### config.mk
export PLATFORM = sky130hd
export DESIGN_NAME = periodic_task_scheduler_top
export DESIGN_NICKNAME = d
export VERILOG_FILES = /design/src/rtl/pts_pkg.sv /design/src/rtl/periodic_task_scheduler_top.sv
export SDC_FILE = /design/constraint.sdc
export NUM_CORES = 2
export LEC_CHECK = 0
export BUFFER_PORTS_ARGS = -buffer_cell sky130_fd_sc_hd__buf_2
export CORE_ASPECT_RATIO = 1.25
export CORE_UTILIZATION = 40
export CTS_CLUSTER_SIZE = 30
export DETAILED_ROUTE_END_ITERATION = 10
export GPL_TIMING_DRIVEN = 0
export HOLD_SLACK_MARGIN = 0.08
export PLACE_DENSITY = 0.59
export SYNTH_ARGS = -nofsm -noshare
export SYNTH_HDL_FRONTEND = slang
export SYNTH_SLANG_ARGS = --single-unit
export TNS_END_PERCENT = 1
### constraint.sdc
create_clock -name clk -period 25.1 [get_ports clk]
set_input_delay 1.255 -clock clk [delete_from_list [all_inputs] [get_ports clk]]
set_output_delay 1.255 -clock clk [all_outputs]
set_load 0.02 [all_outputs]
### src/rtl/pts_pkg.sv
// Periodic task scheduler: shared types and constants.
// Command and result words, op codes, table sizing. No dependencies.
`default_nettype none

package pts_pkg;

  localparam int PTS_NUM_SLOTS  = 16;
  // the slot field is four bits, so no more than sixteen slots can be addressed
  localparam int PTS_ADDR_SLOTS = 16;

  localparam logic [2:0] OP_TICK    = 3'd0;
  localparam logic [2:0] OP_LOAD    = 3'd1;
  localparam logic [2:0] OP_ENABLE  = 3'd2;
  localparam logic [2:0] OP_DISABLE = 3'd3;
  localparam logic [2:0] OP_RESTART = 3'd4;
  localparam logic [2:0] OP_SET_PER = 3'd5;
  localparam logic [2:0] OP_SET_LIM = 3'd6;
  localparam logic [2:0] OP_SET_IMM = 3'd7;

  typedef struct packed {
    logic [2:0]  op;
    logic [3:0]  slot;
    logic [31:0] now_ms;
    logic [31:0] period_ms;
    logic [31:0] repeat_limit;
    logic        start_enabled;
    logic        fire_at_once;
  } cmd_t;

  typedef struct packed {
    logic [3:0]  fired_slot;
    logic [31:0] fire_number;
    logic        finished;
    logic        last;
  } result_t;

endpackage

`default_nettype wire

### src/rtl/periodic_task_scheduler_top.sv
// Tick: with scheduler_on set, busy rises after the accept edge while the table slots
// are walked in EVAL, each fire taking an extra FIRE state on the shared compare unit,
// then a FLUSH state; the next word is taken once busy falls. A tick with scheduler_on clear,
// like other ops, completes at the accept edge and busy stays low; one word a cycle while idle.
// Results are single-cycle strobes; the receiver cannot stall.
// Synchronous reset clears the whole slot table and scheduler_on at once.
`default_nettype none

module periodic_task_scheduler_top
  import pts_pkg::*;
#(
  parameter int NUM_SLOTS = PTS_NUM_SLOTS
) (
  input  logic    clk,
  input  logic    rst,
  input  logic    start,
  output logic    busy,
  input  cmd_t    cmd,
  output logic    result_valid,
  output result_t result,
  input  logic    cfg_valid,
  output logic    cfg_ready,
  input  logic    cfg_data
);

  localparam int Depth = (NUM_SLOTS < PTS_ADDR_SLOTS) ? NUM_SLOTS : PTS_ADDR_SLOTS;
  localparam int IdxW  = (Depth > 1) ? $clog2(Depth) : 1;
  localparam logic [IdxW-1:0] LastIdx = IdxW'(Depth - 1);

  typedef enum logic [3:0] {
    ST_IDLE  = 4'b0001,
    ST_EVAL  = 4'b0010,
    ST_FIRE  = 4'b0100,
    ST_FLUSH = 4'b1000
  } state_t;

  state_t          state;
  logic [IdxW-1:0] idx;
  logic [31:0]     now_r;
  logic [31:0]     cnt1;
  logic            pend_valid;
  result_t         pend;
  logic            scheduler_on;

  logic            slot_enabled    [Depth];
  logic            slot_immediate  [Depth];
  logic [31:0]     slot_period     [Depth];
  logic [31:0]     slot_limit      [Depth];
  logic [31:0]     slot_count      [Depth];
  logic [31:0]     slot_last_start [Depth];
  logic [31:0]     orig_period     [Depth];
  logic [31:0]     orig_limit      [Depth];
  logic            orig_immediate  [Depth];

  logic [IdxW-1:0] addr;
  logic            slot_ok;
  logic [31:0]     diff;
  logic [31:0]     cmp_a;
  logic [31:0]     cmp_b;
  logic            cmp_lt;
  logic            due;
  logic            fire_done;

  assign busy      = (state != ST_IDLE);
  assign cfg_ready = ~busy;
  assign addr      = busy ? idx : cmd.slot[IdxW-1:0];
  assign slot_ok   = ({28'd0, cmd.slot} < 32'(NUM_SLOTS));
  assign diff      = now_r - slot_last_start[addr];

  // shared compare unit: period < elapsed while walking, count < limit on a fire
  always_comb begin
    if (state == ST_FIRE) begin
      cmp_a = cnt1;
      cmp_b = slot_limit[addr];
    end else begin
      cmp_a = slot_period[addr];
      cmp_b = diff;
    end
    cmp_lt    = (cmp_a < cmp_b);
    due       = (slot_immediate[addr] && (slot_count[addr] == 32'd0)) || cmp_lt;
    fire_done = (slot_limit[addr] != 32'd0) && !cmp_lt;
  end

  always_ff @(posedge clk) begin
    if (rst) begin
      state        <= ST_IDLE;
      idx          <= '0;
      pend_valid   <= 1'b0;
      result_valid <= 1'b0;
      scheduler_on <= 1'b0;
      for (int i = 0; i < Depth; i++) begin
        slot_enabled[i]    <= 1'b0;
        slot_immediate[i]  <= 1'b0;
        slot_period[i]     <= '0;
        slot_limit[i]      <= '0;
        slot_count[i]      <= '0;
        slot_last_start[i] <= '0;
        orig_period[i]     <= '0;
        orig_limit[i]      <= '0;
        orig_immediate[i]  <= 1'b0;
      end
    end else begin
      result_valid <= ((state == ST_FIRE) || (state == ST_FLUSH)) && pend_valid;
      if (cfg_valid && cfg_ready) begin
        scheduler_on <= cfg_data;
      end
      case (state)
        ST_IDLE: begin
          if (start) begin
            if (cmd.op == OP_TICK) begin
              if (scheduler_on) begin
                now_r <= cmd.now_ms;
                idx   <= '0;
                state <= ST_EVAL;
              end
            end else if (slot_ok) begin
              case (cmd.op)
                OP_LOAD: begin
                  slot_period[addr]     <= cmd.period_ms;
                  slot_limit[addr]      <= cmd.repeat_limit;
                  slot_immediate[addr]  <= cmd.fire_at_once;
                  slot_enabled[addr]    <= cmd.start_enabled;
                  orig_period[addr]     <= cmd.period_ms;
                  orig_limit[addr]      <= cmd.repeat_limit;
                  orig_immediate[addr]  <= cmd.fire_at_once;
                  slot_last_start[addr] <= cmd.now_ms;
                  slot_count[addr]      <= '0;
                end
                OP_ENABLE: begin
                  slot_enabled[addr]    <= 1'b1;
                  slot_last_start[addr] <= cmd.now_ms;
                end
                OP_DISABLE: begin
                  slot_enabled[addr] <= 1'b0;
                  slot_count[addr]   <= '0;
                end
                OP_RESTART: begin
                  slot_period[addr]    <= orig_period[addr];
                  slot_limit[addr]     <= orig_limit[addr];
                  slot_immediate[addr] <= orig_immediate[addr];
                  slot_enabled[addr]   <= 1'b0;
                  slot_count[addr]     <= '0;
                end
                OP_SET_PER: slot_period[addr]    <= cmd.period_ms;
                OP_SET_LIM: slot_limit[addr]     <= cmd.repeat_limit;
                OP_SET_IMM: slot_immediate[addr] <= cmd.fire_at_once;
                default: ;
              endcase
            end
          end
        end
        ST_EVAL: begin
          if (slot_enabled[addr] && due) begin
            cnt1  <= slot_count[addr] + 32'd1;
            state <= ST_FIRE;
          end else if (idx == LastIdx) begin
            state <= ST_FLUSH;
          end else begin
            idx <= idx + 1'b1;
          end
        end
        ST_FIRE: begin
          slot_immediate[addr] <= 1'b0;
          if (fire_done) begin
            slot_enabled[addr] <= 1'b0;
            slot_count[addr]   <= '0;
          end else begin
            slot_count[addr]      <= cnt1;
            slot_last_start[addr] <= now_r;
          end
          // hold each result back one fire so the final one can carry last
          if (pend_valid) begin
            result <= pend;
          end
          pend.fired_slot  <= 4'(idx);
          pend.fire_number <= cnt1;
          pend.finished    <= fire_done;
          pend.last        <= 1'b0;
          pend_valid       <= 1'b1;
          if (idx == LastIdx) begin
            state <= ST_FLUSH;
          end else begin
            idx   <= idx + 1'b1;
            state <= ST_EVAL;
          end
        end
        ST_FLUSH: begin
          if (pend_valid) begin
            result     <= {pend.fired_slot, pend.fire_number, pend.finished, 1'b1};
            pend_valid <= 1'b0;
          end
          state <= ST_IDLE;
        end
        default: state <= ST_IDLE;
      endcase
    end
  end

endmodule

`default_nettype wire

# After elaboration in Yosys (flattened, before gate mapping)
# Memory sizes are Yosys's and may differ from the RTL's.
# Index checks and enable logic that the tools add are counted.
dict set report totals {
  regBits 150
  mem_bits_rw 3120
  inputBits 110
  wordCells 213
  n_memories 9
}
dict set report op_classes {
  n_addsub 3
  magnitude_cmp 1
  eq_ne 20
  muxes 119
  n_bitwise 19
  n_reduce_logical 28
}
# name depth width read_ports rd_ports_with_merged_regs wr line
set memory_table {}
lappend memory_table {orig_limit 16 32 1 0 16 periodic_task_scheduler_top.sv:52} ;# logic [31:0] orig_limit [Depth];
lappend memory_table {orig_period 16 32 1 0 16 periodic_task_scheduler_top.sv:51} ;# logic [31:0] orig_period [Depth];
lappend memory_table {slot_count 16 32 1 0 16 periodic_task_scheduler_top.sv:49} ;# logic [31:0] slot_count [Depth];
lappend memory_table {slot_last_start 16 32 1 0 16 periodic_task_scheduler_top.sv:50} ;# logic [31:0] slot_last_start [Depth];
lappend memory_table {slot_limit 16 32 1 0 16 periodic_task_scheduler_top.sv:48} ;# logic [31:0] slot_limit [Depth];
lappend memory_table {slot_period 16 32 1 0 16 periodic_task_scheduler_top.sv:47} ;# logic [31:0] slot_period [Depth];
lappend memory_table {{3 more memories} - - - - - -}
# operator count
set op_table {}
lappend op_table {{32-bit two-way mux} 18}
lappend op_table {{32-bit OR reduction} 6}
lappend op_table {{4-bit two-way mux} 21}
lappend op_table {{38-bit two-way mux} 2}
lappend op_table {{38-bit case mux with 2 select lines} 1}
lappend op_table {{1-bit two-way mux} 74}
lappend op_table {{32-bit by 1-bit adder with 32-bit output, second input constant} 1}
lappend op_table {{32-bit zero test} 1}
lappend op_table {{32-bit less-than comparator} 1}
lappend op_table {{32-bit nonzero test} 1}
lappend op_table {{32-bit subtractor} 1}
lappend op_table {{4-bit case mux with 3 select lines} 2}
lappend op_table {{1-bit bitwise OR} 17}
lappend op_table {{3-bit == test, second input constant} 4}
lappend op_table {{2-bit inequality test, second input constant} 6}
lappend op_table {{5-bit AND reduction} 2}
lappend op_table {{4-bit == test, second input constant} 2}
lappend op_table {{4-bit AND reduction} 2}
lappend op_table {{3-bit by 2-bit == test with 1-bit output, second input constant} 2}
lappend op_table {{1-bit logical AND} 5}
lappend op_table {{4-bit by 1-bit adder with 4-bit output, second input constant} 1}
lappend op_table {{4-bit by 1-bit == test with 1-bit output, second input constant} 1}
lappend op_table {{4-bit by 2-bit == test with 1-bit output, second input constant} 1}
lappend op_table {{4-bit by 3-bit == test with 1-bit output, second input constant} 1}
lappend op_table {{13 further kinds} 17}

# Depth between registers and ports, before layout
# An unclocked memory read counts as a cell.
dict set report logic_depth {
  ltp_word 16
  ltp_mapped 47
  depth_no_buf 34
}

# Worst setup path before layout
# OpenSTA, ideal clock, no wires.
dict set report synth_path {
  kind {input-to-reg}
  startpoint {input port cmd[98] (netlist name)}
  endpoint {memory slot_last_start[0][0] (enable)}
  arrival_ns 9.321
  slack_ns 15.391
  cell_stages 44
  n_path_buf 13
  cell_sequence {mux2i_1 > buf_4 > buf_2 > buf_2 > buf_2 > buf_2 > buf_2 > buf_2 > buf_2 > buf_2 > clkbuf_1 > clkbuf_1 > nand2_1 > nand3_1 > nand3_1 > nand3_1 > o31ai_1 > ha_1 > [... 8 more ...] > o211ai_1 > a31oi_1 > xnor2_1 > a21oi_1 > ha_1 > nand2_1 > nor3_1 > a221o_1 > a31oi_1 > o21ai_0 > a21oi_1 > o21ai_1 > inv_1 > buf_2 > nor2_2 > o21bai_2 > buf_2 > a21o_1}
}
# element line
set synth_rtl {}
lappend synth_rtl {{start: declaration} periodic_task_scheduler_top.sv:18} ;# input cmd_t cmd,
lappend synth_rtl {{end: declaration} periodic_task_scheduler_top.sv:50}

==> out/results.ini <==
[outcome]
status=finished, violations left
violations=DRC, capacitance limit, slew limit

[clock_tree]
htree_levels=5
clockBufferDepth=4
cts_root_buf=clkbuf_16
holdBufCountCts=0
tritoncts=done
cts.repair.resized=0
cts_buffers=343
post_cts_buffers=0
cts.sinks=3270
insertion_delay_ns=0.98
clk_pin_slew_worst_paths_ns=0.06

[global_route]
grt_busiest_layer=met2
grt_pass1_vias=108302
gr-total-overflow=0
grt_usage_pct=31.6
grtUsageMet3_pct=8.29
grt_use_met2_pct=50.9
grt_pass1_wl_um=831000
antenna_found_initial=81
groute.layer.met1.usage_pct=36.6
grt_start_max_net_pins=47

[placed_design]
gp_congestion=1.04
dp_cells=18766
dp_hpwl_um=444000
io_buffers=147

[timing]
fin_setup_tns_ns=0
max_freq_mhz=53.1
skew_ns=0.0519
period_needed_ns=18.82
period_share_pct=75.0
relSlewSlack_pct=-10.4
finalHoldViolCount=0
worst_slew_pin_slew_ns=1.66
final_max_slew_viol_count=92
grt_setup_unrepaired=no
setup_viol=0

[detailed_routing]
route.detailed.drc=3
drt_iter0_drc=14837
vias=113646
wl_per_cell_um=31.5
wl_um=611000
avgViaCountPerCell=5.85
ant_nets=0
drt_pass1_iterations=11

[critical_path]
crit_path_frequent_cell=buf_2
worstPathBufferInverterCount=14
worstRegToRegCells=42
path_class=register to register
crit_family=buffers and inverters
cp-start-kind=register
regToRegSetupSlack_ns=6.28
r2r_start=state[3]
worstReg2RegEnd=slot_count[5][9]
crit_arrival_ns=19.49
cp-end-kind=register
cpMaxStageDelayCell=nor4b_4
critPathMaxFanout=10
crit_required_ns=25.77
max_stage_delay_ns=1.21

[yosys]
ys_seq_area_share_pct=65.1
synth_edf_count=3259
yosys_warnings=0
synth_fa_ha_area_share_pct=0.553
yosys.area.top_type=edfxtp_1
synth_top_family_by_area=simple AND/OR/NAND/NOR gates
syn-num-nets=13789
synthTopCellsByCount=edfxtp_1 (3259), nand2_1 (2745), nor2_1 (2166)
synth.avg_cell_area_um2=11.1
yosys.area.top_type_share_pct=64.9
syn_inst=13613
synth-xor-area-share_pct=0.320
ys_types=80
synth_compound_area_share_pct=4.77
yosysMostFrequentCell=edfxtp_1
netlist_area_um2=151000
ys.flop_type=edfxtp_1
synth-async-reset-ratio_pct=0
yosys.area_share.simple_pct=22.5
muxShareOfSynthArea_pct=3.33
synthTopCellsByArea=edfxtp_1 (65%), nand2_1 (6.8%), nor2_1 (5.4%)
ys_ff_latch=3270

[flow_run]
maxCapViolCount=12

[power_and_ir_drop]
ir_worst_vdd_v=0.0000595
p_per_area_nw_per_um2=88.4
totalPowerFinal_mw=15.0
p_leak_nw=61.7

[worst_hold_path]
min_path_type=register to register
hold_path_depth=0
holdPathEnd=result[29]
hp-start=pend[29]

[floorplanning]
rows=251
die_width_um=551
initial_utilization_pct=40.3
die_y_um=688
ios=151
coreArea_um2=374000
dieArea_um2=379000

[layout]
multi_input_area_um2=47700
n_fill_cell=34813
layout.nets=14356
final_cell_count_no_fill=19429
fin_util_pct=45.4
regArea_um2=98100
drive_gt1_share_pct=8.64
syn_to_final_growth_pct=12.8

==> final cells by class <==
cell class                      instances  share of cell area (%)
Multi-Input combinational cell       9163                    28.0
Buffer                               1164                    3.05
Antenna cell                           48                  0.0706
Sequential cell                      3270                    57.7
Clock inverter                        188                   0.846
Timing Repair Buffer                  222                    1.36
Clock buffer                          425                    5.33
Inverter                               16                  0.0353
Tap cell                             4933                    3.63
==> placed cells by master (no fill, tap or decap), types with 23 or more instances in the layout <==
cell type  netlist  layout
a21o_1          61      29
a21o_2           0      32
a21oi_1        148     146
a21oi_2         31      33
a311oi_1       339     339
a31oi_1         51      50
a32oi_1         33      33
and2_1        1044    1044
and3_1         308     307
buf_1           65      63
buf_12           0      46
buf_2          300     449
buf_4           66      68
buf_6           24      28
clkbuf_1       709     773
clkbuf_16        0     351
clkinv_1         0      83
clkinv_2         0      62
diode_2          0      48
edfxtp_1      3259    3259
ha_1            65      65
mux2i_1        461     460
nand2_1       2745    2745
nand2b_2         0      32
nand3_1       1046    1046
nand4_1         27      27
nor2_1        2166    2165
nor3_1         117     116
nor4_1          27      27
o211a_1         30      30
o21ai_0         74      74
o21ai_1         23      23
o21bai_1        34      34
o31ai_1         61      57
xnor2_1         35      35
==> cell families after synthesis <==
group	count (synthesis)
AO/OA/AOI/OAI	963
XOR/XNOR	55
adder cells (fa/ha/maj)	66
buffers and inverters	1180
flip-flops	3270
multiplexers	482
AND/OR/NAND/NOR	7597
==> stage by stage <==
step	setup WS [ns]	area, µm²	hold slack [ns]
2_1_floorplan	15.39	151000	0.400
3_3_place_gp	6.12	158000	0.402
3_5_place_dp	7.67	159000	0.405
4_1_cts	7.52	170000	0.417
5_1_grt	6.81	170000	0.425
6_report	6.28	170000	0.418
==> metal layers <==
layer | vias to the layer above | part of all wire [%] | wire length, µm
met1 | 56200 | 35 | 216000
met3 | 1894 | 10 | 62300
li1 | 48879 | - | -
met2 | 6635 | 46 | 282000
met4 | 38 | 8.3 | 50900
met5 | - | 0.043 | 260
==> worst reg2reg max path: cells and delay by family (launching register included) <==
kind	cells	cell delay (ns)
AO/OA/AOI/OAI	14	4.89
adder cells (fa/ha/maj)	3	1.24
multiplexers	1	1.19
flip-flops	1	0.36
AND/OR/NAND/NOR	10	3.12
buffers and inverters	14	7.72
==> worst max-delay path by stage <==
stage                  start                     to  cells after the start
finish              state[3]       slot_count[5][9]                     42
detailed placement  state[0]       slot_count[5][9]                     42
floorplan            cmd[98]  slot_last_start[0][0]                     44
CTS                 state[3]       slot_count[5][9]                     42
global placement    state[3]  slot_last_start[6][2]                     37
global route        state[0]      slot_count[5][10]                     41
==> state kept, by name, summed over array words and instances (netlist names), 16 cells and up <==
name,cells
slot_enabled,16
slot_limit,512
slot_last_start,512
slot_immediate,16
orig_immediate,16
orig_limit,512
result,38
slot_count,512
now_r,32
pend,37
cnt1,32
slot_period,512
orig_period,512
==> where the power goes <==
part / total [mW] / switching [mW] / leakage, nW / internal (mW)
Clock: 4.96 / 2.24 / 5.15 / 2.72
Combinational: 3.84 / 2.95 / 23.0 / 0.887
Sequential: 6.25 / 0.0574 / 33.6 / 6.19
Note: power is estimated with default switching activity, not from simulation.
